[src/rtl/iel_pkg.sv]
// ----------------------------------------------------------------------------
// iel_pkg
// Shared types and constants of the indexed element list unit: field widths,
// stream packing, command codes and the controller-to-datapath command bundle.
// ----------------------------------------------------------------------------
package iel_pkg;

    // Storage geometry
    localparam int DEPTH  = 16;
    localparam int ADDR_W = $clog2(DEPTH);

    // Field widths
    localparam int CMD_W = 4;
    localparam int IDX_W = 5;
    localparam int VAL_W = 32;
    localparam int CNT_W = 5;

    // Stream packing, lowest bit first, padded to whole bytes
    localparam int IN_BITS    = CMD_W + IDX_W + VAL_W;
    localparam int IN_DATA_W  = ((IN_BITS + 7) / 8) * 8;
    localparam int OUT_BITS   = 1 + VAL_W + CNT_W;
    localparam int OUT_DATA_W = ((OUT_BITS + 7) / 8) * 8;

    // Command codes
    typedef enum logic [CMD_W-1:0] {
        OP_PUSH_FRONT = 4'd0,
        OP_POP_FRONT  = 4'd1,
        OP_PUSH_BACK  = 4'd2,
        OP_POP_BACK   = 4'd3,
        OP_INSERT     = 4'd4,
        OP_ERASE      = 4'd5,
        OP_EXTRACT    = 4'd6,
        OP_REPLACE    = 4'd7,
        OP_READ       = 4'd8,
        OP_CLEAR      = 4'd9,
        OP_SIZE       = 4'd10
    } t_op;

    // Controller states
    typedef enum logic [0:0] {
        ST_IDLE = 1'b0,
        ST_EXEC = 1'b1
    } t_state;

    // Commands from controller to datapath
    typedef struct packed {
        logic load;   // capture the incoming request
        logic exec;   // run the held request and load the result register
    } t_ctl_cmd;

endpackage

[src/rtl/indexed_element_list_unit.sv]
// ----------------------------------------------------------------------------
// indexed_element_list_unit
// Ordered list of up to 16 elements of 32 bits with push and pop at both
// ends and insert, erase, extract, replace and read at an index.
// ----------------------------------------------------------------------------
// Usage:
//   Requests arrive on the s_axis channel: tdata holds cmd, index and
//   write_value. Each request gives exactly one result on the m_axis
//   channel: tdata holds ok, read_value and count after the command.
//   A request is captured into the request register at the edge that
//   accepts it and executed once the output register is free, when the
//   whole storage shifts by one place in parallel; the result is loaded
//   into the output register by execution and stays there until taken.
//   While a request executes the next one can be accepted, so the block
//   sustains one request per cycle as long as the receiver keeps tready
//   high. When the receiver stalls, one more request is taken into the
//   request register, after which s_axis tready stays low until the
//   pending result is taken.
//   Synchronous reset empties the list and drops any pending result;
//   the element storage itself keeps its contents and needs no clearing.
// ----------------------------------------------------------------------------
module indexed_element_list_unit
    import iel_pkg::*;
(
    input  logic                  i_clk,
    input  logic                  i_rst_n,
    input  logic                  i_s_axis_tvalid,
    output logic                  o_s_axis_tready,
    // [3:0] cmd, [8:4] index, [40:9] write_value, rest zero
    input  logic [IN_DATA_W-1:0]  i_s_axis_tdata,
    output logic                  o_m_axis_tvalid,
    input  logic                  i_m_axis_tready,
    // [0] ok, [32:1] read_value, [37:33] count, rest zero
    output logic [OUT_DATA_W-1:0] o_m_axis_tdata
);

    t_ctl_cmd w_cmd;

    iel_ctrl u_ctrl (
        .i_clk       (i_clk),
        .i_rst_n     (i_rst_n),
        .i_in_valid  (i_s_axis_tvalid),
        .i_out_ready (i_m_axis_tready),
        .o_in_ready  (o_s_axis_tready),
        .o_out_valid (o_m_axis_tvalid),
        .o_cmd       (w_cmd)
    );

    iel_datapath u_datapath (
        .i_clk      (i_clk),
        .i_rst_n    (i_rst_n),
        .i_cmd      (w_cmd),
        .i_in_data  (i_s_axis_tdata),
        .o_out_data (o_m_axis_tdata)
    );

endmodule

[src/rtl/iel_ctrl.sv]
// ----------------------------------------------------------------------------
// iel_ctrl
// Controller of the indexed element list: request acceptance, execution
// timing and the result valid flag.
// ----------------------------------------------------------------------------
module iel_ctrl
    import iel_pkg::*;
(
    input  logic     i_clk,
    input  logic     i_rst_n,
    input  logic     i_in_valid,
    input  logic     i_out_ready,
    output logic     o_in_ready,
    output logic     o_out_valid,
    output t_ctl_cmd o_cmd
);

    t_state r_state;
    t_state n_state;
    logic   r_out_valid;
    logic   n_out_valid;
    logic   w_slot_free;
    logic   w_accept;

    assign w_slot_free = !r_out_valid || i_out_ready;

    // Outputs: take a request when idle, or while the held one executes
    always_comb begin
        o_cmd.exec = 1'b0;
        o_in_ready = 1'b0;
        unique case (r_state)
            ST_IDLE: begin
                o_in_ready = 1'b1;
            end
            ST_EXEC: begin
                o_cmd.exec = w_slot_free;
                o_in_ready = w_slot_free;
            end
            default: begin
                o_in_ready = 1'b0;
            end
        endcase
        w_accept   = o_in_ready && i_in_valid;
        o_cmd.load = w_accept;
    end

    // Next state
    always_comb begin
        n_state = r_state;
        unique case (r_state)
            ST_IDLE: begin
                if (w_accept) begin
                    n_state = ST_EXEC;
                end
            end
            ST_EXEC: begin
                if (w_accept) begin
                    n_state = ST_EXEC;
                end else if (w_slot_free) begin
                    n_state = ST_IDLE;
                end
            end
            default: begin
                n_state = ST_IDLE;
            end
        endcase
    end

    // Result flag: set on execution, drop once taken
    always_comb begin
        n_out_valid = r_out_valid;
        if (o_cmd.exec) begin
            n_out_valid = 1'b1;
        end else if (i_out_ready) begin
            n_out_valid = 1'b0;
        end
    end

    always_ff @(posedge i_clk) begin
        if (!i_rst_n) begin
            r_state     <= ST_IDLE;
            r_out_valid <= 1'b0;
        end else begin
            r_state     <= n_state;
            r_out_valid <= n_out_valid;
        end
    end

    assign o_out_valid = r_out_valid;

    // Checks
    a_accept_to_exec: assert property (@(posedge i_clk) disable iff (!i_rst_n)
        w_accept |=> (r_state == ST_EXEC))
        else $error("accepted request did not reach execution");

    a_exec_sets_valid: assert property (@(posedge i_clk) disable iff (!i_rst_n)
        o_cmd.exec |=> r_out_valid)
        else $error("execution did not present a result");

    a_no_overrun: assert property (@(posedge i_clk) disable iff (!i_rst_n)
        (r_state == ST_EXEC && r_out_valid && !i_out_ready) |-> !o_in_ready)
        else $error("request taken while result slot blocked");

endmodule

[src/rtl/iel_datapath.sv]
// ----------------------------------------------------------------------------
// iel_datapath
// Datapath of the indexed element list: request register, element storage
// with parallel neighbour shifts, element count and result register.
// ----------------------------------------------------------------------------
module iel_datapath
    import iel_pkg::*;
(
    input  logic                  i_clk,
    input  logic                  i_rst_n,
    input  t_ctl_cmd              i_cmd,
    input  logic [IN_DATA_W-1:0]  i_in_data,
    output logic [OUT_DATA_W-1:0] o_out_data
);

    // Held request
    t_op              r_op;
    logic [IDX_W-1:0] r_idx;
    logic [VAL_W-1:0] r_wv;

    // Storage and count
    logic [VAL_W-1:0] r_entries [DEPTH];
    logic [VAL_W-1:0] n_entries [DEPTH];
    logic [CNT_W-1:0] r_count;
    logic [CNT_W-1:0] n_count;

    // Result register
    logic             r_ok;
    logic [VAL_W-1:0] r_rv;
    logic             n_ok;
    logic [VAL_W-1:0] n_rv;

    // Decode
    logic             w_full;
    logic             w_empty;
    logic             w_idx_in;
    logic             w_open;
    logic             w_close;
    logic             w_write;
    logic             w_rd;
    logic [CNT_W-1:0] w_pos;

    // Capture request
    always_ff @(posedge i_clk) begin
        if (i_cmd.load) begin
            r_op  <= t_op'(i_in_data[CMD_W-1:0]);
            r_idx <= i_in_data[CMD_W +: IDX_W];
            r_wv  <= i_in_data[CMD_W+IDX_W +: VAL_W];
        end
    end

    // Decode the held request against the current count
    always_comb begin
        w_full   = (r_count == CNT_W'(DEPTH));
        w_empty  = (r_count == '0);
        w_idx_in = (r_idx < r_count);
        w_open   = 1'b0;
        w_close  = 1'b0;
        w_write  = 1'b0;
        w_rd     = 1'b0;
        w_pos    = r_idx;
        n_ok     = 1'b0;
        n_count  = r_count;
        unique case (r_op)
            OP_PUSH_FRONT: begin
                w_pos = '0;
                if (!w_full) begin
                    w_open  = 1'b1;
                    w_write = 1'b1;
                    n_count = r_count + 1'b1;
                    n_ok    = 1'b1;
                end
            end
            OP_POP_FRONT: begin
                w_pos = '0;
                if (!w_empty) begin
                    w_rd    = 1'b1;
                    w_close = 1'b1;
                    n_count = r_count - 1'b1;
                    n_ok    = 1'b1;
                end
            end
            OP_PUSH_BACK: begin
                w_pos = r_count;
                if (!w_full) begin
                    w_write = 1'b1;
                    n_count = r_count + 1'b1;
                    n_ok    = 1'b1;
                end
            end
            OP_POP_BACK: begin
                w_pos = r_count - 1'b1;
                if (!w_empty) begin
                    w_rd    = 1'b1;
                    n_count = r_count - 1'b1;
                    n_ok    = 1'b1;
                end
            end
            OP_INSERT: begin
                if (!w_full && r_idx <= r_count) begin
                    w_open  = 1'b1;
                    w_write = 1'b1;
                    n_count = r_count + 1'b1;
                    n_ok    = 1'b1;
                end
            end
            OP_ERASE: begin
                if (w_idx_in) begin
                    w_close = 1'b1;
                    n_count = r_count - 1'b1;
                    n_ok    = 1'b1;
                end
            end
            OP_EXTRACT: begin
                if (w_idx_in) begin
                    w_rd    = 1'b1;
                    w_close = 1'b1;
                    n_count = r_count - 1'b1;
                    n_ok    = 1'b1;
                end
            end
            OP_REPLACE: begin
                if (w_idx_in) begin
                    w_write = 1'b1;
                    n_ok    = 1'b1;
                end
            end
            OP_READ: begin
                if (w_idx_in) begin
                    w_rd = 1'b1;
                    n_ok = 1'b1;
                end
            end
            OP_CLEAR: begin
                n_count = '0;
                n_ok    = 1'b1;
            end
            OP_SIZE: begin
                n_ok = 1'b1;
            end
            default: begin
                n_ok = 1'b0;
            end
        endcase
    end

    // Read the selected element; zero unless the request returns one
    always_comb begin
        n_rv = '0;
        if (w_rd) begin
            n_rv = r_entries[w_pos[ADDR_W-1:0]];
        end
    end

    // Next value of each entry: hold, shift up, shift down or write
    always_comb begin
        for (int i = 0; i < DEPTH; i++) begin
            n_entries[i] = r_entries[i];
            if (w_open && CNT_W'(i) > w_pos) begin
                n_entries[i] = r_entries[(i > 0) ? i - 1 : i];
            end else if (w_close && CNT_W'(i) >= w_pos) begin
                n_entries[i] = r_entries[(i < DEPTH - 1) ? i + 1 : i];
            end else if (w_write && CNT_W'(i) == w_pos) begin
                n_entries[i] = r_wv;
            end
        end
    end

    // Storage and result update
    always_ff @(posedge i_clk) begin
        if (i_cmd.exec) begin
            for (int i = 0; i < DEPTH; i++) begin
                r_entries[i] <= n_entries[i];
            end
            r_ok <= n_ok;
            r_rv <= n_rv;
        end
    end

    // Count
    always_ff @(posedge i_clk) begin
        if (!i_rst_n) begin
            r_count <= '0;
        end else if (i_cmd.exec) begin
            r_count <= n_count;
        end
    end

    // Pack result: ok, read_value, count
    assign o_out_data = {{(OUT_DATA_W - OUT_BITS){1'b0}}, r_count, r_rv, r_ok};

    // Checks
    a_count_bound: assert property (@(posedge i_clk) disable iff (!i_rst_n)
        r_count <= CNT_W'(DEPTH))
        else $error("element count beyond capacity");

    a_count_step: assert property (@(posedge i_clk) disable iff (!i_rst_n)
        (i_cmd.exec && r_op != OP_CLEAR) |=>
        (r_count == $past(r_count) || r_count == $past(r_count) + 1'b1 ||
         r_count == $past(r_count) - 1'b1))
        else $error("count moved by more than one element");

endmodule

[config.mk]
export PLATFORM = sky130hd
export DESIGN_NAME = indexed_element_list_unit
export DESIGN_NICKNAME = d
export VERILOG_FILES = /design/src/rtl/iel_pkg.sv /design/src/rtl/indexed_element_list_unit.sv /design/src/rtl/iel_ctrl.sv /design/src/rtl/iel_datapath.sv
export SDC_FILE = /design/constraint.sdc
export NUM_CORES = 1
export LEC_CHECK = 0
export BUFFER_PORTS_ARGS = -buffer_cell sky130_fd_sc_hd__buf_2
export CORE_MARGIN = 3
export CORE_UTILIZATION = 35
export DETAILED_ROUTE_END_ITERATION = 16
export GPL_TIMING_DRIVEN = 0
export SETUP_SLACK_MARGIN = 0.02
export SYNTH_ARGS = -nofsm -noshare
export SYNTH_HDL_FRONTEND = slang
export SYNTH_SLANG_ARGS = --single-unit
[constraint.sdc]
create_clock -name i_clk -period 4.9 [get_ports i_clk]
set_input_delay 0.49 -clock i_clk [delete_from_list [all_inputs] [get_ports i_clk]]
set_output_delay 0.49 -clock i_clk [all_outputs]
set_load 0.02 [all_outputs]
* After elaboration in Yosys (flattened, before gate mapping)
Memory sizes are Yosys's and may differ from the RTL's. A register that Yosys moved wholly into a read port is not among the register bits.
Index checks and enable logic that the tools add are counted.
** Word-level totals
- Bits in registers :: 49
- RAM bits :: 512
- Input port bits :: 52
- Output and inout port bits :: 42
- Word-level logic and storage cells :: 215
- Memories :: 1
** Cells by class
- $add $sub $neg :: 2
- Order comparisons :: 34
- Equality and inequality tests :: 30
- Mux-type cells :: 73
- Bitwise logic cells :: 1
- Reduce and logical (&&, ||, !) cells :: 67
** Memory list
- u_datapath.r_entries :: words 16, width 32, rd ports 17, clocked after Yosys merged registers in 1, write ports 16, RTL line iel_datapath.sv:22 : logic [VAL_W-1:0] r_entries [DEPTH];
** Operator list (count)
- $mux 32 :: 48
- $logic_and 1x1->1 :: 50
- $eq 4x5->1 const A :: 8
- $ge 4x5->1 const A :: 8
- $gt 4x5->1 const A :: 8
- $pmux 5 s5 :: 1
- $eq 3x5->1 const A :: 4
- $ge 3x5->1 const A :: 4
- $gt 3x5->1 const A :: 4
- $mux 5 :: 4
- $eq 4x3->1 const B :: 4
- $pmux 5 s3 :: 1
- $eq 4x4->1 const B :: 3
- $mux 1 :: 12
- $reduce_or 2->1 :: 6
- $eq 2x5->1 const A :: 2
- $ge 1x5->1 const A :: 2
- $ge 2x5->1 const A :: 2
- $gt 1x5->1 const A :: 2
- $gt 2x5->1 const A :: 2
- $logic_not 5->1 :: 2
- $pmux 1 s2 :: 5
- $eq 4x2->1 const B :: 2
- $reduce_and 6->1 :: 1
- 18 further kinds :: 22

* Logic depth before layout (Yosys ltp)
Gate-level depths: netlist (run 1).
- Depth in word-level cells :: 9
- Mapped depth :: 12
- Depth with buffers taken out :: 8

* Cells and area by module
A second synthesis (run 1) with hierarchy kept.
** Unflattened totals
- Cell total of the unflattened synthesis :: 3348
- Area, all modules :: 36512.5 um^2
** By module, submodules not included
- iel_datapath :: instances 1, cells an instance 3337, area an instance 36393.7 um^2, sequential area each 17697.0 um^2
- iel_ctrl :: instances 1, cells an instance 11, area an instance 118.9 um^2, sequential area each 40.0 um^2

* Least setup slack after synthesis (run 1)
Ideal clock, no wire load.
- Kind :: flip-flop to flip-flop
- Start :: reg, netlist name u_datapath.r_count[1]
- End :: mem u_datapath.r_entries[1][0], enable pin
- Library setup time :: 470 ps
- Arrival :: 4923 ps
- Required time :: 4430 ps
- Slack :: -493 ps
- Cell stages (with the launch flop) :: 10
- Buffers on the path :: 1
- Period minus slack after synthesis :: 5393 ps
- Cells stage by stage :: dfxtp_1 -> inv_1 -> ha_1 -> nor2b_1 -> o21bai_1 -> a32oi_2 -> nor3_2 -> buf_2 -> a21oi_1 -> a211oi_1
** RTL lines (RTL line)
- end, declared :: iel_datapath.sv:22

==> metrics.csv, run 1 <==
stage,metric,value,unit
job,drv_cap,2,
synth,synth_most_common_cell,edfxtp_1,
synth,synth_area_leader_cell,edfxtp_1,
synth,synthTopCellsByArea,"edfxtp_1 51%, mux2i_1 14%, mux2_2 11%",
global_route,gr-total-overflow,0,
global_route,grt_max_degree,42,
cells_and_area,fin_cells,4634,
setup_path,cp-end-kind,flop,
synth,synth_commonest_cells,"586 x edfxtp_1, 527 x nand2_1, 482 x mux2i_1",
power_and_ir_drop,pwr_density_cell,319.2,nW/um^2
floorplanning,die_y,321.1,um
min_path,min-delay-start,i_s_axis_tdata[15],
setup_path,path_max_fanout,20,
sta,relSlewSlack,-0.003648,
synth,synth_cell_type_count,75,
clock_tree,clock_latency,0.66,ns
floorplanning,initial_core_util,0.3562,
detailed_routing,ant_nets,0,
global_route,grt_pass1_vias,27065,
detailed_routing,routed_wl,143500,um
sta,hold-worst-slack,0.02646,ns
setup_path,rr_startpoint,u_datapath.r_count[1],
synth,postSynthCellCount,3102,
cells_and_area,area_growth,14.60,%
power_and_ir_drop,leakagePower,13.53,nW
clock_tree,htree_levels,3,
sta,setup_tns,0,ns
synth,ys_seq_elements,593,
synth,async_flop_share,0,
sta,drv_slew,1,
detailed_routing,drt_iter0_drc,3863,
synth,synth_warnings,0,
placement,dp_cells,4487,
sta,timing.final.crit_share,0.9926,
global_route,antenna_found_initial,2,
synth,synth_compound_area_frac,0.08623,
synth,synth_top_flop_cell,edfxtp_1,
setup_path,rrSetupSlack,0.04,ns
synth,avgSynthCellArea,11.20,sq um
floorplanning,fp-row-count,114,
synth,synth_top_area_frac,0.5063,
cells_and_area,nets,3358,
setup_path,startpoint,u_datapath.r_count[1],
clock_tree,clockBufferDepth,3,
placement,hpwl,102000,um
cells_and_area,fill_cells,9481,
status,status,"complete, but fails checks",
detailed_routing,via_per_inst,6.122,
synth,synth_top_family_by_area,multiplexers,
floorplanning,core-area,97560,sq um
clock_tree,clk_pin_slew,0.06,ns
sta,max_slew.worst_pin.slew,1.493,ns
setup_path,startpoint_type,flop,
sta,skew,0.04481,ns
synth,synthMuxAreaShare,0.2496,
setup_path,critPathKind,reg2reg,
detailed_routing,wl_per_cell,30.97,um
detailed_routing,wl_met2,62360,um
placement,portBuffers,84,
detailed_routing,vias,28368,
synth,yosys.area_share.simple,0.1142,
detailed_routing,m1WireLength,54830,um
detailed_routing,top_layer_used,met5,
synth,yosysSeqAreaShare,0.5104,
sta,report.final.setup_viol,0,
sta,fin_crit,4.864,ns
cells_and_area,drive_gt1_frac,0.2069,
clock_tree,cts_sinks,593,
floorplanning,dieArea,103100,sq um
setup_path,required,5.24,ns
sta,rsz0062_at_grt,true,
global_route,grt_usage,0.2708,
clock_tree,root_buffer,clkbuf_16,
detailed_routing,dr.pass1.iters,7,
power_and_ir_drop,worst_ir_drop_vdd,0.2546,mV
floorplanning,die_w,321.1,um
status,violations,"max-capacitance violations, max-slew violations",
setup_path,cp_data_arrival_time,5.20,ns
clock_tree,cts_buffers,70,
sta,fmax,205.6,MHz
synth,synthAdderAreaFrac,0.002808,
synth,synth-edff-count,586,
min_path,min_path_type,in2reg,
sta,timing.final.hold_violations,0,
placement,place.gp.congestion,0.9865,
detailed_routing,dr_wl_met3,16960,um
detailed_routing,drc,0,
clock_tree,cts_tree,built,
floorplanning,io_pins,94,
synth,syn-cell-area,34750,sq um
global_route,grt_pass1_wl,201300,um
synth,synth_xor_area_frac,0.001260,
-- layout make-up --
| cell class | instances | area [sq um] | area share |
|---|---|---|---|
| antenna | 3 | 7.507 | 0.0001885 |
| clock buffer | 90 | 1858 | 0.04665 |
| inverter | 11 | 41.29 | 0.001037 |
| timing repair buffer | 125 | 1061 | 0.02664 |
| buffer | 271 | 1202 | 0.03019 |
| tap | 1276 | 1597 | 0.04009 |
| sequential | 593 | 17740 | 0.4453 |
| clock inverter | 38 | 354.1 | 0.008890 |
| multi-input combinational | 2227 | 15970 | 0.4010 |
-- final timing paths --
| check | depth (start not counted) | to |
|---|---|---|
| worst min register to register | 2 | u_ctrl.o_out_valid |
| worst min-delay path | 1 | u_datapath.r_wv[6] |
| worst max register to register | 10 | u_datapath.r_entries[7][16] |
| worst max-delay path | 10 | u_datapath.r_entries[7][16] |
-- cells in the final DEF, fill, tap and decap left out, types with 39 or more instances in the layout --
master / n
clkbuf_16: 71
nor2_1: 119
edfxtp_1: 586
nand3_1: 101
o211ai_1: 39
o21ai_0: 162
mux2_2: 332
clkbuf_1: 160
nand2_1: 527
a31oi_1: 55
and3_1: 47
nor3_1: 39
a21oi_1: 116
buf_2: 166
mux2i_1: 482
-- through the flow --
step	power [mW]	cell area [sq um]	utilization	worst slack, ns
CTS	12.66	39730	0.4073	0.06821
global placement	7.446	36790	0.3771	-3.315
floorplan	6.839	34770	-	0.02444
detailed placement	7.482	37410	0.3835	-0.2121
global route	12.99	39820	0.4082	0.01891
finish	12.71	39830	0.4082	0.03602
-- kinds of logic (layout without fill, tap and decap cells) --
family,Yosys count,after routing
XOR/XNOR,5,5
buffers and inverters,283,535
AO/OA/AOI/OAI,486,486
other,1,5
multiplexers,824,824
AND/OR/NAND/NOR,902,902
adder cells (fa/ha/maj),8,8
flip-flops,593,593
-- sequential cells by signal (all words and copies together), names as in the netlist, 4 cells and up --
signal	count
u_datapath.r_count	5
u_datapath.r_op	4
u_datapath.r_wv	32
u_datapath.r_entries	512
u_datapath.r_idx	5
u_datapath.r_rv	32
-- report_power, final --
group	total [mW]	internal (mW)	switching [mW]	leakage (nW)
logic	1.68	0.585	1.09	7.08
clock network	5.25	2.96	2.29	1.08
registers	5.78	5.69	0.0910	5.37
-- repair_timing --
item | 4_1_cts | 5_1_grt
endpoints found under the hold margin | 10 | 0
buffers inserted | 0 | 7
setup endpoints to repair | 148 | 138
pin swaps | 0 | 4
gates resized for setup | 6 | 11
hold buffers | 10 | 0
-- per-layer routing --
layer / vias to the layer above / GRT usage
met5: - / 0
met4: 2 / 0.1531
met3: 478 / 0.07840
met2: 2018 / 0.4145
met1: 13912 / 0.3434
li1: 11958 / -
-- worst max-delay path: stages (launching register included) --
cell and delay, ns:
dfxtp_1 0.54, inv_1 0.18, ha_1 0.30, nor3b_1 0.21, a211oi_1 0.55, and4_1 0.34, nand2_1 0.44, nor2_2 0.63
buf_2 0.47, o31a_2 0.61, buf_12 0.27
(Power assumes the default switching activity.)
==> run 2: changes to the inputs <==
--- a/config.mk
+++ b/config.mk
@@ -10,6 +10,7 @@
 export CORE_UTILIZATION = 35
 export DETAILED_ROUTE_END_ITERATION = 16
 export GPL_TIMING_DRIVEN = 0
+export PLACE_DENSITY = 0.51
 export SETUP_SLACK_MARGIN = 0.02
 export SYNTH_ARGS = -nofsm -noshare
 export SYNTH_HDL_FRONTEND = slang
==> metrics.csv, run 2 (same netlist as run 1, synthesis figures left out) <==
stage,metric,value,unit,change
status,status,"complete, but fails checks",,
status,violations,"max-capacitance violations, max-slew violations",,
detailed_routing,drt_iter0_drc,3026,,-22%
detailed_routing,ant_nets,0,,unchanged
power_and_ir_drop,power,13.10,mW,+3.1%
job,drv_cap,1,,-1
global_route,antenna_found_initial,2,,unchanged
cells_and_area,final_common_cell,edfxtp_1,,
floorplanning,io_pins,94,,unchanged
cells_and_area,top_regs,"u_datapath.r_entries: 512 flops, u_datapath.r_rv: 32 flops, u_datapath.r_wv: 32 flops",,
setup_path,critPathTopFamily,buffers and inverters,,
sta,setup_tns,0,ns,unchanged
floorplanning,die_w,321.1,um,unchanged
clock_tree,clock_latency,0.66,ns,about the same
sta,fin_crit,4.748,ns,-0.1156 ns
setup_path,path_max_fanout,32,,+60%
cells_and_area,mostFrequentLayoutCells,"586 x edfxtp_1, 527 x nand2_1, 482 x mux2i_1, 332 x mux2_2, 167 x buf_2",,
sta,hold-worst-slack,0.03298,ns,+0.006519 ns
setup_path,startpoint_type,flop,,
sta,drv_slew,10,,+9
setup_path,required,5.14,ns,-0.10 ns
setup_path,cp-end-kind,flop,,
setup_path,cp_data_arrival_time,4.99,ns,-0.21 ns
sta,fmax,210.6,MHz,+2.4%
cells_and_area,area_growth,15.16,%,
floorplanning,dieArea,103100,sq um,unchanged
clock_tree,cts_sinks,593,,unchanged
floorplanning,core-area,97560,sq um,unchanged
detailed_routing,dr.pass1.iters,6,,-1
sta,max_slew.worst_pin.slew,1.500,ns,+0.007402 ns
placement,portBuffers,84,,unchanged
setup_path,path_buf_inv,4,,+1
global_route,grt_max_degree,42,,unchanged
floorplanning,initial_core_util,0.3562,,unchanged
setup_path,path_cells,inv_1 -> ha_1 -> and2_1 -> o31ai_4 -> buf_2 -> buf_2 -> clkdlybuf4s15_2 -> nor2_1 -> a311oi_1 -> nor2_4,,
clock_tree,cts_tree,built,,
global_route,grt_pass1_vias,24955,,-7.8%
sta,rsz0062_at_grt,false,,
clock_tree,root_buffer,clkbuf_16,,
global_route,gr-total-overflow,0,,unchanged
cells_and_area,top_register,u_datapath.r_entries,,
detailed_routing,wl_per_cell,28.08,um,-9.3%
floorplanning,fp-row-count,114,,unchanged
power_and_ir_drop,pwr_density_cell,327.4,nW/um^2,+2.6%
global_route,grt_pass1_wl,184600,um,-8.3%
setup_path,crit_slowest_cell,dfxtp_1,,
detailed_routing,via_per_inst,5.673,,-7.3%
power_and_ir_drop,leakagePower,13.61,nW,+0.57%
placement,hpwl,101100,um,-0.84%
sta,skew,0.04069,ns,-0.004128 ns
sta,timing.final.hold_violations,0,,unchanged
cells_and_area,nets,3361,,+0.089%
min_path,min_path_type,in2reg,,
detailed_routing,routed_wl,130200,um,-9.3%
clock_tree,cts_buffers,75,,+7.1%
placement,place.gp.congestion,0.9502,,-3.7%
clock_tree,htree_levels,3,,unchanged
clock_tree,clk_pin_slew,0.05,ns,about the same
sta,report.final.setup_viol,0,,unchanged
clock_tree,clockBufferDepth,3,,unchanged
detailed_routing,drc,0,,unchanged
power_and_ir_drop,worst_ir_drop_vdd,0.2122,mV,-17%
sta,relSlewSlack,-0.0002964,,+0.003351
detailed_routing,vias,26310,,-7.3%
setup_path,cpMostUsedCell,buf_2,,
setup_path,cpPeakStageDelay,0.66,ns,+0.03 ns
cells_and_area,largest_register_ffs,512,,unchanged
cells_and_area,fill_cells,9456,,-0.26%
setup_path,critPathKind,reg2reg,,
cells_and_area,drive_gt1_frac,0.2060,,-0.0008417
sta,timing.final.crit_share,0.9691,,-0.02360
global_route,grt_usage,0.2469,,-0.02392
floorplanning,die_y,321.1,um,unchanged
run 2: path summary, 6_finish.rpt:
| path | startpoint | end | slack, ns | cells after the start |
|---|---|---|---|---|
| max | u_datapath.r_count[0] | u_datapath.r_entries[12][25] | 0.15 | 10 |
| min reg2reg | u_ctrl.r_state | u_ctrl.o_out_valid | 0.52 | 2 |
| max reg2reg | u_datapath.r_count[0] | u_datapath.r_entries[12][25] | 0.15 | 10 |
| min | i_s_axis_tdata[27] | u_datapath.r_wv[18] | 0.03 | 1 |
run 2: per-layer routing:
metal	wire, um	up-vias	share of wire	GRT usage
li1	-	11973	-	-
met1	59340	12848	0.46	0.3624
met2	54450	1278	0.42	0.3613
met3	11820	211	0.091	0.04851
met4	4624	0	0.036	0.08781
met5	0	-	0	0
run 2: where the power goes:
part / internal [mW] / switching (mW)
clock network: 3.38 / 2.31
logic: 0.586 / 1.03
registers: 5.69 / 0.107
run 2: cell type report:
class / instances / area (sq um) / share of cell area
clock buffers: 91 / 2001 / 0.04999
flip-flops and latches: 593 / 17740 / 0.4432
plain buffers: 272 / 1212 / 0.03029
inverters: 11 / 41.29 / 0.001032
clock inverters: 43 / 469.2 / 0.01172
multi-input cells: 2227 / 15980 / 0.3994
repair buffers: 122 / 973.4 / 0.02432
well taps: 1276 / 1597 / 0.03989
diodes: 3 / 7.507 / 0.0001876
run 2: stage by stage:
| step | area [sq um] | setup WS, ns | util | instances |
|---|---|---|---|---|
| finish | 40020 | 0.1516 | 0.4102 | 4638 |
| global route | 40010 | 0.07632 | 0.4101 | 4635 |
| CTS | 39960 | 0.004566 | 0.4096 | 4632 |
| detailed placement | 37280 | -0.5217 | 0.3821 | 4480 |
| global placement | 36790 | -2.580 | 0.3771 | 4463 |
| floorplan | 34770 | 0.02444 | - | 3103 |
run 2: repair_timing:
item	CTS	global route
hold buffers	18	0
pin swaps	0	2
hold endpoints to repair	18	0
endpoints found under the setup margin	156	300
gates resized for setup	6	18
buffers inserted	0	3
